<file path="src/sspd_pkg.sv">
// Package for the six-axis serial packet decoder.
// Holds the packet codes, result codes and the parity check tables.
// No dependencies.
`default_nettype none

package sspd_pkg;

  localparam int PACKET_BYTES_DEF = 16;

  localparam logic [7:0] NEWLINE_BYTE = 8'h0A;

  localparam logic [7:0] HEAD_DISP   = 8'h64;
  localparam logic [7:0] HEAD_BUTTON = 8'h6B;
  localparam logic [7:0] HEAD_MODE   = 8'h63;
  localparam logic [7:0] HEAD_RADIUS = 8'h6E;
  localparam logic [7:0] HEAD_SCALE  = 8'h71;

  localparam int LEN_DISP   = 15;
  localparam int LEN_BUTTON = 4;
  localparam int LEN_MODE   = 3;
  localparam int LEN_RADIUS = 2;
  localparam int LEN_SCALE  = 3;

  localparam int IDX_LAST_PAIR = 12;
  localparam int IDX_CHECKSUM  = 14;

  typedef enum logic [2:0] {
    KIND_DISP    = 3'd0,
    KIND_BUTTON  = 3'd1,
    KIND_MODE    = 3'd2,
    KIND_RADIUS  = 3'd3,
    KIND_SCALE   = 3'd4,
    KIND_UNKNOWN = 3'd5,
    KIND_OVERRUN = 3'd6
  } kind_t;

  localparam logic [1:0] ST_OK    = 2'd0;
  localparam logic [1:0] ST_BAD_A = 2'd1;
  localparam logic [1:0] ST_BAD_B = 2'd2;
  localparam logic [1:0] ST_CHK   = 2'd3;

  localparam logic [7:0] HI_NIBBLE_CHECK [16] = '{
    8'hE0, 8'hA0, 8'hA0, 8'h60, 8'hA0, 8'h60, 8'h60, 8'hA0,
    8'h90, 8'h50, 8'h50, 8'h90, 8'hD0, 8'h90, 8'h90, 8'h50
  };

  localparam logic [7:0] TOP_PAIR_CHECK [64] = '{
    8'h80, 8'h40, 8'h40, 8'h80, 8'h40, 8'h80, 8'h80, 8'h40,
    8'h40, 8'h80, 8'h80, 8'h40, 8'h80, 8'h40, 8'h40, 8'h80,
    8'h40, 8'h80, 8'h80, 8'h40, 8'h80, 8'h40, 8'h40, 8'h80,
    8'h80, 8'h40, 8'h40, 8'h80, 8'hC0, 8'h80, 8'h80, 8'h40,
    8'hC0, 8'h80, 8'h80, 8'h40, 8'h80, 8'h40, 8'h40, 8'h80,
    8'h80, 8'h40, 8'h40, 8'h80, 8'h40, 8'h80, 8'h80, 8'h40,
    8'h80, 8'h40, 8'h40, 8'h80, 8'h40, 8'h80, 8'h80, 8'h40,
    8'h40, 8'h80, 8'h80, 8'h40, 8'h80, 8'h40, 8'h00, 8'h80
  };

  typedef struct packed {
    logic               a_ok;
    logic               b_ok;
    logic signed [10:0] axis;
    logic [5:0]         inc;
  } pair_res_t;

endpackage

`default_nettype wire

</file>
<file path="src/sspd_ram.sv">
// Generic single-port-write, single-port-read RAM with a registered read.
// No dependencies.
`default_nettype none

module sspd_ram #(
  parameter int WIDTH = 8,
  parameter int DEPTH = 16
) (
  input  wire logic                     clk,
  input  wire logic                     we,
  input  wire logic [$clog2(DEPTH)-1:0] waddr,
  input  wire logic [WIDTH-1:0]         wdata,
  input  wire logic [$clog2(DEPTH)-1:0] raddr,
  output logic      [WIDTH-1:0]         rdata
);

  logic [WIDTH-1:0] mem [DEPTH];

  always_ff @(posedge clk) begin
    if (we) begin
      mem[waddr] <= wdata;
    end
    rdata <= mem[raddr];
  end

endmodule

`default_nettype wire

</file>
<file path="src/sspd_pair_dec.sv">
// Decoder for one axis byte pair: parity checks, axis value and checksum term.
// Depends on sspd_pkg for the check tables and the result struct.
`default_nettype none

module sspd_pair_dec (
  input  wire logic [7:0]         a_byte,
  input  wire logic [7:0]         b_byte,
  output sspd_pkg::pair_res_t     res
);
  import sspd_pkg::*;

  logic [9:0]         code;
  logic signed [10:0] axis;
  logic signed [10:0] shr;

  assign code = {a_byte[3:0], b_byte[5:0]};
  assign axis = (code > 10'd512) ? {1'b1, code} : {1'b0, code};
  assign shr  = axis >>> 6;

  assign res.a_ok = ({a_byte[7:4], 4'h0} == HI_NIBBLE_CHECK[a_byte[3:0]]);
  assign res.b_ok = ({b_byte[7:6], 6'h00} == TOP_PAIR_CHECK[b_byte[5:0]]);
  assign res.axis = axis;
  assign res.inc  = axis[5:0] + shr[5:0];

endmodule

`default_nettype wire

</file>
<file path="src/six_axis_serial_packet_decoder.sv">
// Six-axis serial packet decoder: collects received bytes and decodes packets.
// Depends on sspd_pkg, sspd_ram and sspd_pair_dec.
//
// Input channel: rx_byte with in_valid/in_stall. Output channel: kind, status,
// axis_0..axis_5 and info with out_valid/out_stall. A transaction happens at
// a clock edge where valid is high and stall is low.
// Ordinary bytes are written into the packet RAM at one per cycle while in_stall
// is low and give no result. A newline starts a decode pass that reads RAM entries
// 0 to 14 one per cycle through the single read port, so the block holds in_stall
// through the READ, TAIL and DONE states after a newline, and the result is loaded
// into the output register from the DONE state. A byte that fills the store
// gives an overrun result through the DONE state and stalls the input while
// that state waits. One packet is decoded at a time.
// The output register holds one result; a new byte is accepted while it
// waits. When the receiver stalls, a finished decode waits in its final
// state and the input stays stalled until the register frees up.
// Reset clears the fill position, the sequencer and the output valid; the
// RAM is not cleared, since only entries written in the current packet are
// ever used.
`default_nettype none

module six_axis_serial_packet_decoder #(
  parameter int PACKET_BYTES = sspd_pkg::PACKET_BYTES_DEF
) (
  input  wire logic               clk,
  input  wire logic               rst,
  input  wire logic               in_valid,
  output logic                    in_stall,
  input  wire logic [7:0]         rx_byte,
  output logic                    out_valid,
  input  wire logic               out_stall,
  output logic [2:0]              kind,
  output logic [1:0]              status,
  output logic signed [10:0]      axis_0,
  output logic signed [10:0]      axis_1,
  output logic signed [10:0]      axis_2,
  output logic signed [10:0]      axis_3,
  output logic signed [10:0]      axis_4,
  output logic signed [10:0]      axis_5,
  output logic [10:0]             info
);
  import sspd_pkg::*;

  localparam int AW = $clog2(PACKET_BYTES);

  typedef enum logic [3:0] {
    S_IDLE = 4'b0001,
    S_READ = 4'b0010,
    S_TAIL = 4'b0100,
    S_DONE = 4'b1000
  } state_t;

  state_t             state;
  logic [AW-1:0]      fill;
  logic [AW-1:0]      cnt;
  logic               ovf;
  logic               proc_vld;
  logic [AW-1:0]      proc_idx;
  logic [7:0]         rdata;
  logic [7:0]         head;
  logic [7:0]         b1;
  logic [7:0]         b2;
  logic [7:0]         b3;
  logic [7:0]         a_hold;
  logic [5:0]         chk6;
  logic [1:0]         err;
  logic [5:0]         acc;
  logic signed [10:0] axes [6];
  pair_res_t          pair;
  logic [2:0]         pk;
  logic               in_take;
  logic               is_nl;
  logic               load;
  kind_t              kind_next;
  logic [1:0]         status_next;
  logic [10:0]        info_next;
  logic               ax_en;

  assign in_stall = (state != S_IDLE);
  assign in_take  = in_valid && !in_stall;
  assign is_nl    = (rx_byte == NEWLINE_BYTE);
  assign load     = (state == S_DONE) && (!out_valid || !out_stall);
  assign pk       = proc_idx[3:1] - 3'd1;

  sspd_ram #(
    .WIDTH (8),
    .DEPTH (PACKET_BYTES)
  ) u_store (
    .clk   (clk),
    .we    (in_take && !is_nl),
    .waddr (fill),
    .wdata (rx_byte),
    .raddr (cnt),
    .rdata (rdata)
  );

  sspd_pair_dec u_pair (
    .a_byte (a_hold),
    .b_byte (rdata),
    .res    (pair)
  );

  always_ff @(posedge clk) begin
    if (rst) begin
      state    <= S_IDLE;
      fill     <= '0;
      cnt      <= '0;
      ovf      <= 1'b0;
      proc_vld <= 1'b0;
    end else begin
      proc_vld <= (state == S_READ);
      case (state)
        S_IDLE: begin
          if (in_take) begin
            if (is_nl) begin
              state <= S_READ;
              cnt   <= '0;
              ovf   <= 1'b0;
            end else if (fill == AW'(PACKET_BYTES - 1)) begin
              state <= S_DONE;
              fill  <= '0;
              ovf   <= 1'b1;
            end else begin
              fill <= fill + AW'(1);
            end
          end
        end
        S_READ: begin
          cnt <= cnt + AW'(1);
          if (cnt == AW'(IDX_CHECKSUM)) begin
            state <= S_TAIL;
          end
        end
        S_TAIL: begin
          state <= S_DONE;
        end
        S_DONE: begin
          if (load) begin
            state <= S_IDLE;
            fill  <= '0;
          end
        end
        default: begin
          state <= S_IDLE;
        end
      endcase
    end
  end

  always_ff @(posedge clk) begin
    proc_idx <= cnt;
    if (in_take && is_nl) begin
      err <= ST_OK;
      acc <= '0;
    end
    if (proc_vld) begin
      if (proc_idx == '0) begin
        head <= rdata;
      end
      if (proc_idx == AW'(1)) begin
        b1 <= rdata;
      end
      if (proc_idx == AW'(2)) begin
        b2 <= rdata;
      end
      if (proc_idx == AW'(3)) begin
        b3 <= rdata;
      end
      if (proc_idx == AW'(IDX_CHECKSUM)) begin
        chk6 <= rdata[5:0];
      end
      if (proc_idx[0]) begin
        a_hold <= rdata;
      end
      if (!proc_idx[0] && proc_idx != '0 && proc_idx <= AW'(IDX_LAST_PAIR)) begin
        axes[pk] <= pair.axis;
        acc      <= acc + pair.inc;
        if (err == ST_OK) begin
          if (!pair.a_ok) begin
            err <= ST_BAD_A;
          end else if (!pair.b_ok) begin
            err <= ST_BAD_B;
          end
        end
      end
    end
  end

  always_comb begin
    kind_next   = KIND_UNKNOWN;
    status_next = ST_OK;
    info_next   = '0;
    ax_en       = 1'b0;
    if (ovf) begin
      kind_next = KIND_OVERRUN;
    end else if (head == HEAD_DISP && fill == AW'(LEN_DISP)) begin
      kind_next = KIND_DISP;
      if (err != ST_OK) begin
        status_next = err;
      end else begin
        ax_en       = 1'b1;
        status_next = (acc == chk6) ? ST_OK : ST_CHK;
      end
    end else if (head == HEAD_BUTTON && fill == AW'(LEN_BUTTON)) begin
      kind_next = KIND_BUTTON;
      info_next = {b3[2:0], b2[3:0], b1[3:0]};
    end else if (head == HEAD_MODE && fill == AW'(LEN_MODE)) begin
      kind_next = KIND_MODE;
      info_next = {8'h00, b1[2:0]};
    end else if (head == HEAD_RADIUS && fill == AW'(LEN_RADIUS)) begin
      kind_next = KIND_RADIUS;
      info_next = {7'h00, b1[3:0]};
    end else if (head == HEAD_SCALE && fill == AW'(LEN_SCALE)) begin
      kind_next = KIND_SCALE;
      info_next = {5'h00, b2[2:0], b1[2:0]};
    end
  end

  always_ff @(posedge clk) begin
    if (rst) begin
      out_valid <= 1'b0;
    end else if (load) begin
      out_valid <= 1'b1;
    end else if (!out_stall) begin
      out_valid <= 1'b0;
    end
  end

  always_ff @(posedge clk) begin
    if (load) begin
      kind   <= kind_next;
      status <= status_next;
      info   <= info_next;
      axis_0 <= ax_en ? axes[0] : '0;
      axis_1 <= ax_en ? axes[1] : '0;
      axis_2 <= ax_en ? axes[2] : '0;
      axis_3 <= ax_en ? axes[3] : '0;
      axis_4 <= ax_en ? axes[4] : '0;
      axis_5 <= ax_en ? axes[5] : '0;
    end
  end

`ifndef NO_ASSERTIONS
  a_newline_starts_read: assert property (@(posedge clk) disable iff (rst)
    in_take && is_nl |=> state == S_READ && cnt == '0)
    else $error("newline transaction did not start a decode pass");

  a_overrun_wraps: assert property (@(posedge clk) disable iff (rst)
    in_take && !is_nl && fill == AW'(PACKET_BYTES - 1) |=> state == S_DONE && ovf && fill == '0)
    else $error("full store did not raise an overrun");

  a_status_disp_only: assert property (@(posedge clk) disable iff (rst)
    out_valid && kind != KIND_DISP |-> status == ST_OK)
    else $error("nonzero status on a non-displacement result");

  a_parity_zero_axes: assert property (@(posedge clk) disable iff (rst)
    out_valid && (status == ST_BAD_A || status == ST_BAD_B) |->
      axis_0 == '0 && axis_1 == '0 && axis_2 == '0 &&
      axis_3 == '0 && axis_4 == '0 && axis_5 == '0)
    else $error("axes not zero after a parity failure");
`endif

endmodule

`default_nettype wire

</file>
<file path="config.mk">
export PLATFORM = sky130hd
export DESIGN_NAME = six_axis_serial_packet_decoder
export DESIGN_NICKNAME = d
export VERILOG_FILES = /design/src/sspd_pkg.sv /design/src/sspd_ram.sv /design/src/sspd_pair_dec.sv /design/src/six_axis_serial_packet_decoder.sv
export SDC_FILE = /design/constraint.sdc
export NUM_CORES = 1
export LEC_CHECK = 0
export ABC_AREA = 1
export BUFFER_PORTS_ARGS = -buffer_cell sky130_fd_sc_hd__buf_2
export CAP_MARGIN = 10
export CELL_PAD_IN_SITES_DETAIL_PLACEMENT = 1
export CELL_PAD_IN_SITES_GLOBAL_PLACEMENT = 2
export CORE_UTILIZATION = 38
export DETAILED_ROUTE_END_ITERATION = 7
export GPL_TIMING_DRIVEN = 0
export PLACE_DENSITY_LB_ADDON = 0.1
export SYNTH_ARGS = -nofsm -noshare
export SYNTH_HDL_FRONTEND = slang
export SYNTH_SLANG_ARGS = --single-unit
</file>
<file path="constraint.sdc">
create_clock -name clk -period 5.03 [get_ports clk]
set_input_delay 1.006 -clock clk [delete_from_list [all_inputs] [get_ports clk]]
set_output_delay 1.006 -clock clk [all_outputs]
set_load 0.02 [all_outputs]
</file>
======== Word level (Yosys, flattened, before mapping) ========
Memories as Yosys holds them, arrays and structs flattened. A register that Yosys moved wholly into a read port is not among the register bits.
Index checks and enable logic that the tools add are counted.
word-level totals
  word-level logic and storage cells ...... 158
  RAM bits ................................ 194
  bits in read-only memories .............. 640
  flip-flop bits (word level) ............. 76
  memories kept ........................... 4
  output and inout bits ................... 84
  input bits .............................. 12
  latch bits .............................. 0
memories
  memory            words  bits a word  read ports  clocked after memory_dff  write ports  line                                  source
  (name not given)  64     8            1           0                         0            sspd_pair_dec.sv:21                   assign res.b_ok = ({b_byte[7:6], 6'h00} == TOP_PAIR_CHECK[b_byte[5:0]]);
  (name not given)  16     8            1           0                         0            sspd_pair_dec.sv:20                   assign res.a_ok = ({a_byte[7:4], 4'h0} == HI_NIBBLE_CHECK[a_byte[3:0]]);
  u_store.mem       16     8            1           1                         1            sspd_ram.sv:17                        logic [WIDTH-1:0] mem [DEPTH];
  axes              6      11           6           6                         1            six_axis_serial_packet_decoder.sv:68  logic signed [10:0] axes [6];
operators by class
  multiplexer cells ....................... 51
  reduce and logical (&&, ||, !) cells .... 42
  shifts and indexed selects .............. 0
  equal/unequal tests ..................... 30
  $add $sub $neg .......................... 5
  bitwise operators ....................... 3
  div/mod/pow operators ................... 0
  $mul .................................... 0
  $lt $le $gt $ge ......................... 4
operators by type and width
  operator                number
  $mux W4                 11
  $eq A8 B7 Y1 const B    5
  $mux W6                 6
  $mux W8                 4
  $mux W11                2
  $eq A4 B2 Y1 const B    5
  $eq A4 B4 Y1 const B    4
  $eq A8 B8 Y1            2
  $mux W2                 8
  $pmux W4 S2             2
  $pmux W4 S4             1
  $mux W1                 13
  $add A6 B6 Y6           2
  $mux W3                 4
  $reduce_and A2 Y1       6
  $logic_and A1 B1 Y1     11
  $logic_not A1 Y1        11
  $gt A10 B10 Y1 const B  1
  $add A4 B1 Y4 const B   2
  $eq A4 B1 Y1 const B    2
  $eq A4 B3 Y1 const B    2
  $eq A8 B4 Y1 const B    1
  $ne A2 B2 Y1 const B    4
  $reduce_and A4 Y1       2
  other kinds (18)        24

======== Depth between registers and ports, before layout ========
  word-level depth ........................ 10
  gate-level depth with buffers ........... 16
  mapped depth without buffers ............ 16

======== Cells and area by module ========
From an unflattened synthesis, not the netlist that was laid out.
unflattened totals
  cell total of the unflattened synthesis .. 1,311
  area, all modules ....................... 14,438.8 um2
by module, submodules not included
  module                          sequential area each (um2)  area each (um2)  times used  cells an instance
  six_axis_serial_packet_decoder  5,975.7                     7,988.9          1           643
  sspd_ram                        4,003.8                     5,766.8          1           551
  sspd_pair_dec                   0.0                         683.2            1           117

======== Worst setup path after synthesis ========
Ideal clock, no wire load.
  path type ............................... input to register
  from .................................... in out_stall
  to ...................................... reg axis_0[0] (read register of axes), enable pin
  data arrival time ....................... 4.536 ns
  required time ........................... 4.507 ns
  stages on the path ...................... 3
  slack ................................... -0.029 ns
  buffers on the path ..................... 0
  library setup time ...................... 0.523 ns
  path through ............................ nand2_1 inv_1 nor2_1
on the way
  word-level cells in the longest chain between the ends .. 3
RTL lines
  what                 line                                  source
  start: declaration   six_axis_serial_packet_decoder.sv:31  input wire logic out_stall,
  $logic_not A1 Y1     --
  $logic_or A1 B1 Y1   six_axis_serial_packet_decoder.sv:82  assign load = (state == S_DONE) && (!out_valid || !out_stall);
  $logic_and A1 B1 Y1  six_axis_serial_packet_decoder.sv:82
  via load             six_axis_serial_packet_decoder.sv:73  logic load;
  end: declaration     six_axis_serial_packet_decoder.sv:34  output logic signed [10:0] axis_0,
The timed path passes the listed nets, and every way through them passes these cells.
A chain may end at the register's enable or synchronous reset.

==> impl_results.md <==
- Status: finished with violations
- Violated checks: DRC
- Total grt overflow: 0
- Slew headroom: 23.9%
- # H-tree levels: 2
- Initial Util: 38.8%
- Yosys warning total: 0
- Fmax: 284 MHz
- Pwr/cell area: approximately 380 nW/um^2
- Synth area leaders: edfxtp_1 (67%), dfxtp_1 (5.0%), nor2_1 (4.3%)
- Worst-Skew Late Latency: approximately 0.52 ns
- Number of CTS-inserted buffers: 39
- Nets: roughly 1200
- WL final: 32.4 mm
- DRC errors left: 26
- Die area: approximately 37000 um^2
- Final Slew Violations: 0
- Yosys reg bits: 344
- Clk_skew: about 0.0087 ns
- Worst Hold Class: reg -> reg
- Final worst-path cycle share: 70.0%
- CP Launch Type: register
- CP delay by family, top: adder cells
- Hold_sp: cnt[2]
- Hold Path Depth: 0
- Tightest Pin Transition: roughly 1.1 ns
- Post-synthesis average cell area: 13.1 um^2
- Endpoints failing setup: 0
- Reg2reg setup slack: 1.51 ns
- TritonCTS clock tree: yes
- Vias in the first global route: 8382
- Initial antenna violation count: 0
- CP max stage cell: dfxtp_1
- Die height: 193 um
- R2R cell count: 15
- Max Cap Viol: 0
- Number of I/O port buffers: 95
- Vias post-DR: 8152
- Lkg Pwr: 5.99 nW
- Most frequent cell after synthesis: edfxtp_1
- Most common library cells after synthesis: edfxtp_1 (309), nor2_1 (158), inv_1 (132)
- CTS sink cnt: 344
- Pre-antenna DRT Iters: 8
- Diode count: 0
- GPL Wtd Cong: 0.759
- Crit Reg-Reg Startpoint: u_store.rdata[1]
- Post-cts resize count: 0
- Vias/cell: 4.82
- CTS root buf: clkbuf_16
- RSZ-0062 raised after global routing: false
- Required @ worst endpoint: 5.44 ns
- DR WL/cell: 19.1 um
- CTS clk-pin slew, worst paths: roughly 0.060 ns
- Hold Fails Final Rpt: 0
- Syn Nets: 1097
- Synthesis-to-finish area growth: 17.3%
- Hold Path Sink: proc_idx[2]
- Max stage delay on crit path: around 0.96 ns
- Final min period: 3.52 ns
- Sequential fraction of the synthesis area: 71.9%
- # IOs: 96
- CP Buf/Inv Count: 2
- Crit-path cells: inv_1 -> ha_1 -> nand4_1 -> or2_2 -> nand2_1 -> inv_1 -> fa_1 -> ha_1 -> nand2_1 -> nor2_1 -> a211oi_1 -> or2_2 -> nand3_1 -> nand3_1 -> nand2_1
- CTS Buffer Depth: 3
- Width of the die: 193 um
- Post-CTS Hold Fix Bufs: 0
- Filler cells: ~3700
- Syn Inst Count: between 1000 and 1500
- Post-synth top area share: between 60% and 70%
- Worst-path maximum fanout: 15
- Largest net degree at the start of global routing: 35
- Count of cell types in the netlist: 42
- Setup TNS: 0 ns
- Ys async rst share: 0%
- Post-CTS setup buffer count: 0
- Crit end category: register
- Core region area: 35700 um^2
- Setup CP Type: reg -> reg
- DP HPWL: roughly 22 mm
- Area leader, netlist: edfxtp_1
- First DRT Iteration DRCs: 451
- Routed Antenna Nets: 0
- Post-synth EDFFs: 309
- Share of layout cells above drive strength 1: 18.3%
- VDD IR max: roughly 0.00028 V
- Most frequent CP cell: nand2_1
- Main synth FF type: edfxtp_1
- GRT Total Usage: 17.9%
- Mapped Area: 13900 um^2
- First-pass GRT wire length: 49.3 mm
- Site row count: 69
- Pwr Total: 6.15 mW
- FF-to-FF End: acc[5]
- Worst EP arrival: 3.93 ns
cells by family (layout without fill, tap and decap cells):
| kind of cell | after synthesis | count (layout) | share of synthesized area (%) |
|---|---|---|---|
| buf+inv | 172 | 341 | 5.25 |
| simple gates | 395 | 395 | 14.0 |
| compound gates | 105 | 105 | 4.78 |
| fa+ha+maj | 22 | 22 | 2.31 |
| mux | 12 | 12 | 0.865 |
| xor+xnor | 13 | 13 | 0.920 |
| flops | 344 | 344 | 71.9 |
stage by stage:
stage	instances	cell area (um^2)	worst slack, ns	hold slack [ns]	utilization (%)
floorplan	1063	13900	1.33	0.329	-
global placement	1619	14900	0.400	0.341	41.8
detailed placement	1623	15000	1.36	0.356	42.0
CTS	1693	16300	1.47	0.356	45.5
global route	1693	16300	1.26	0.374	45.5
finish	1693	16300	1.51	0.363	45.5
layout by cell type (no fill, tap or decap), drive strengths merged, types with 17 or more instances in the layout:
cell type	netlist	layout
clkinv	2	17
edfxtp	309	309
clkbuf	17	68
nor2	199	199
nand3	57	57
buf	14	113
o32ai	17	17
o21ai	48	48
nand2	112	112
inv	139	140
dfxtp	35	35
layer usage:
metal  global-route usage [%]  routed length (um)
met1                     23.0               14300
met2                     30.8               16000
met3                     2.91                1220
met4                     5.65                 817
met5                        0                   0
where the power goes:
part | leakage (nW) | internal [mW] | switching, mW | total [mW]
clock network | 0.621 | 1.68 | 1.11 | 2.79
logic | 2.35 | 0.0611 | 0.121 | 0.182
registers | 3.02 | 3.13 | 0.0454 | 3.18
total | 5.99 | 4.88 | 1.27 | 6.15
sequential cells by signal, indices dropped and copies added, names as in the netlist, 6 cells and up:
register,flops
acc,6
axis_4,11
chk6,6
u_store.rdata,8
info,11
axis_1,11
head,8
axis_0,11
a_hold,8
axis_3,11
u_store.mem,128
axis_2,11
axis_5,11
axes,66
worst max-delay path by stage:
stage	slack, ns	end	startpoint	cells past startpoint
2_1_floorplan	1.33	axis_0[0]	out_stall	3
3_3_place_gp	0.40	axis_4[3]	out_stall	4
3_5_place_dp	1.36	u_store.mem[13][3]	rx_byte[6]	9
4_1_cts	1.47	acc[5]	u_store.rdata[0]	15
5_1_grt	1.26	acc[5]	u_store.rdata[3]	15
6_report	1.51	acc[5]	u_store.rdata[1]	15
final cells by class:
cell class	instances	area [um^2]	share of cell area, %
Multi-Input combinational cell	547	3190	19.6
Sequential cell	344	9980	61.3
Timing Repair Buffer	99	538	3.30
Clock inverter	19	169	1.04
Inverter	141	529	3.25
Clock buffer	51	1090	6.72
Buffer	31	199	1.22
Tap cell	461	577	3.54
Power figures use the tool's default switching activity.
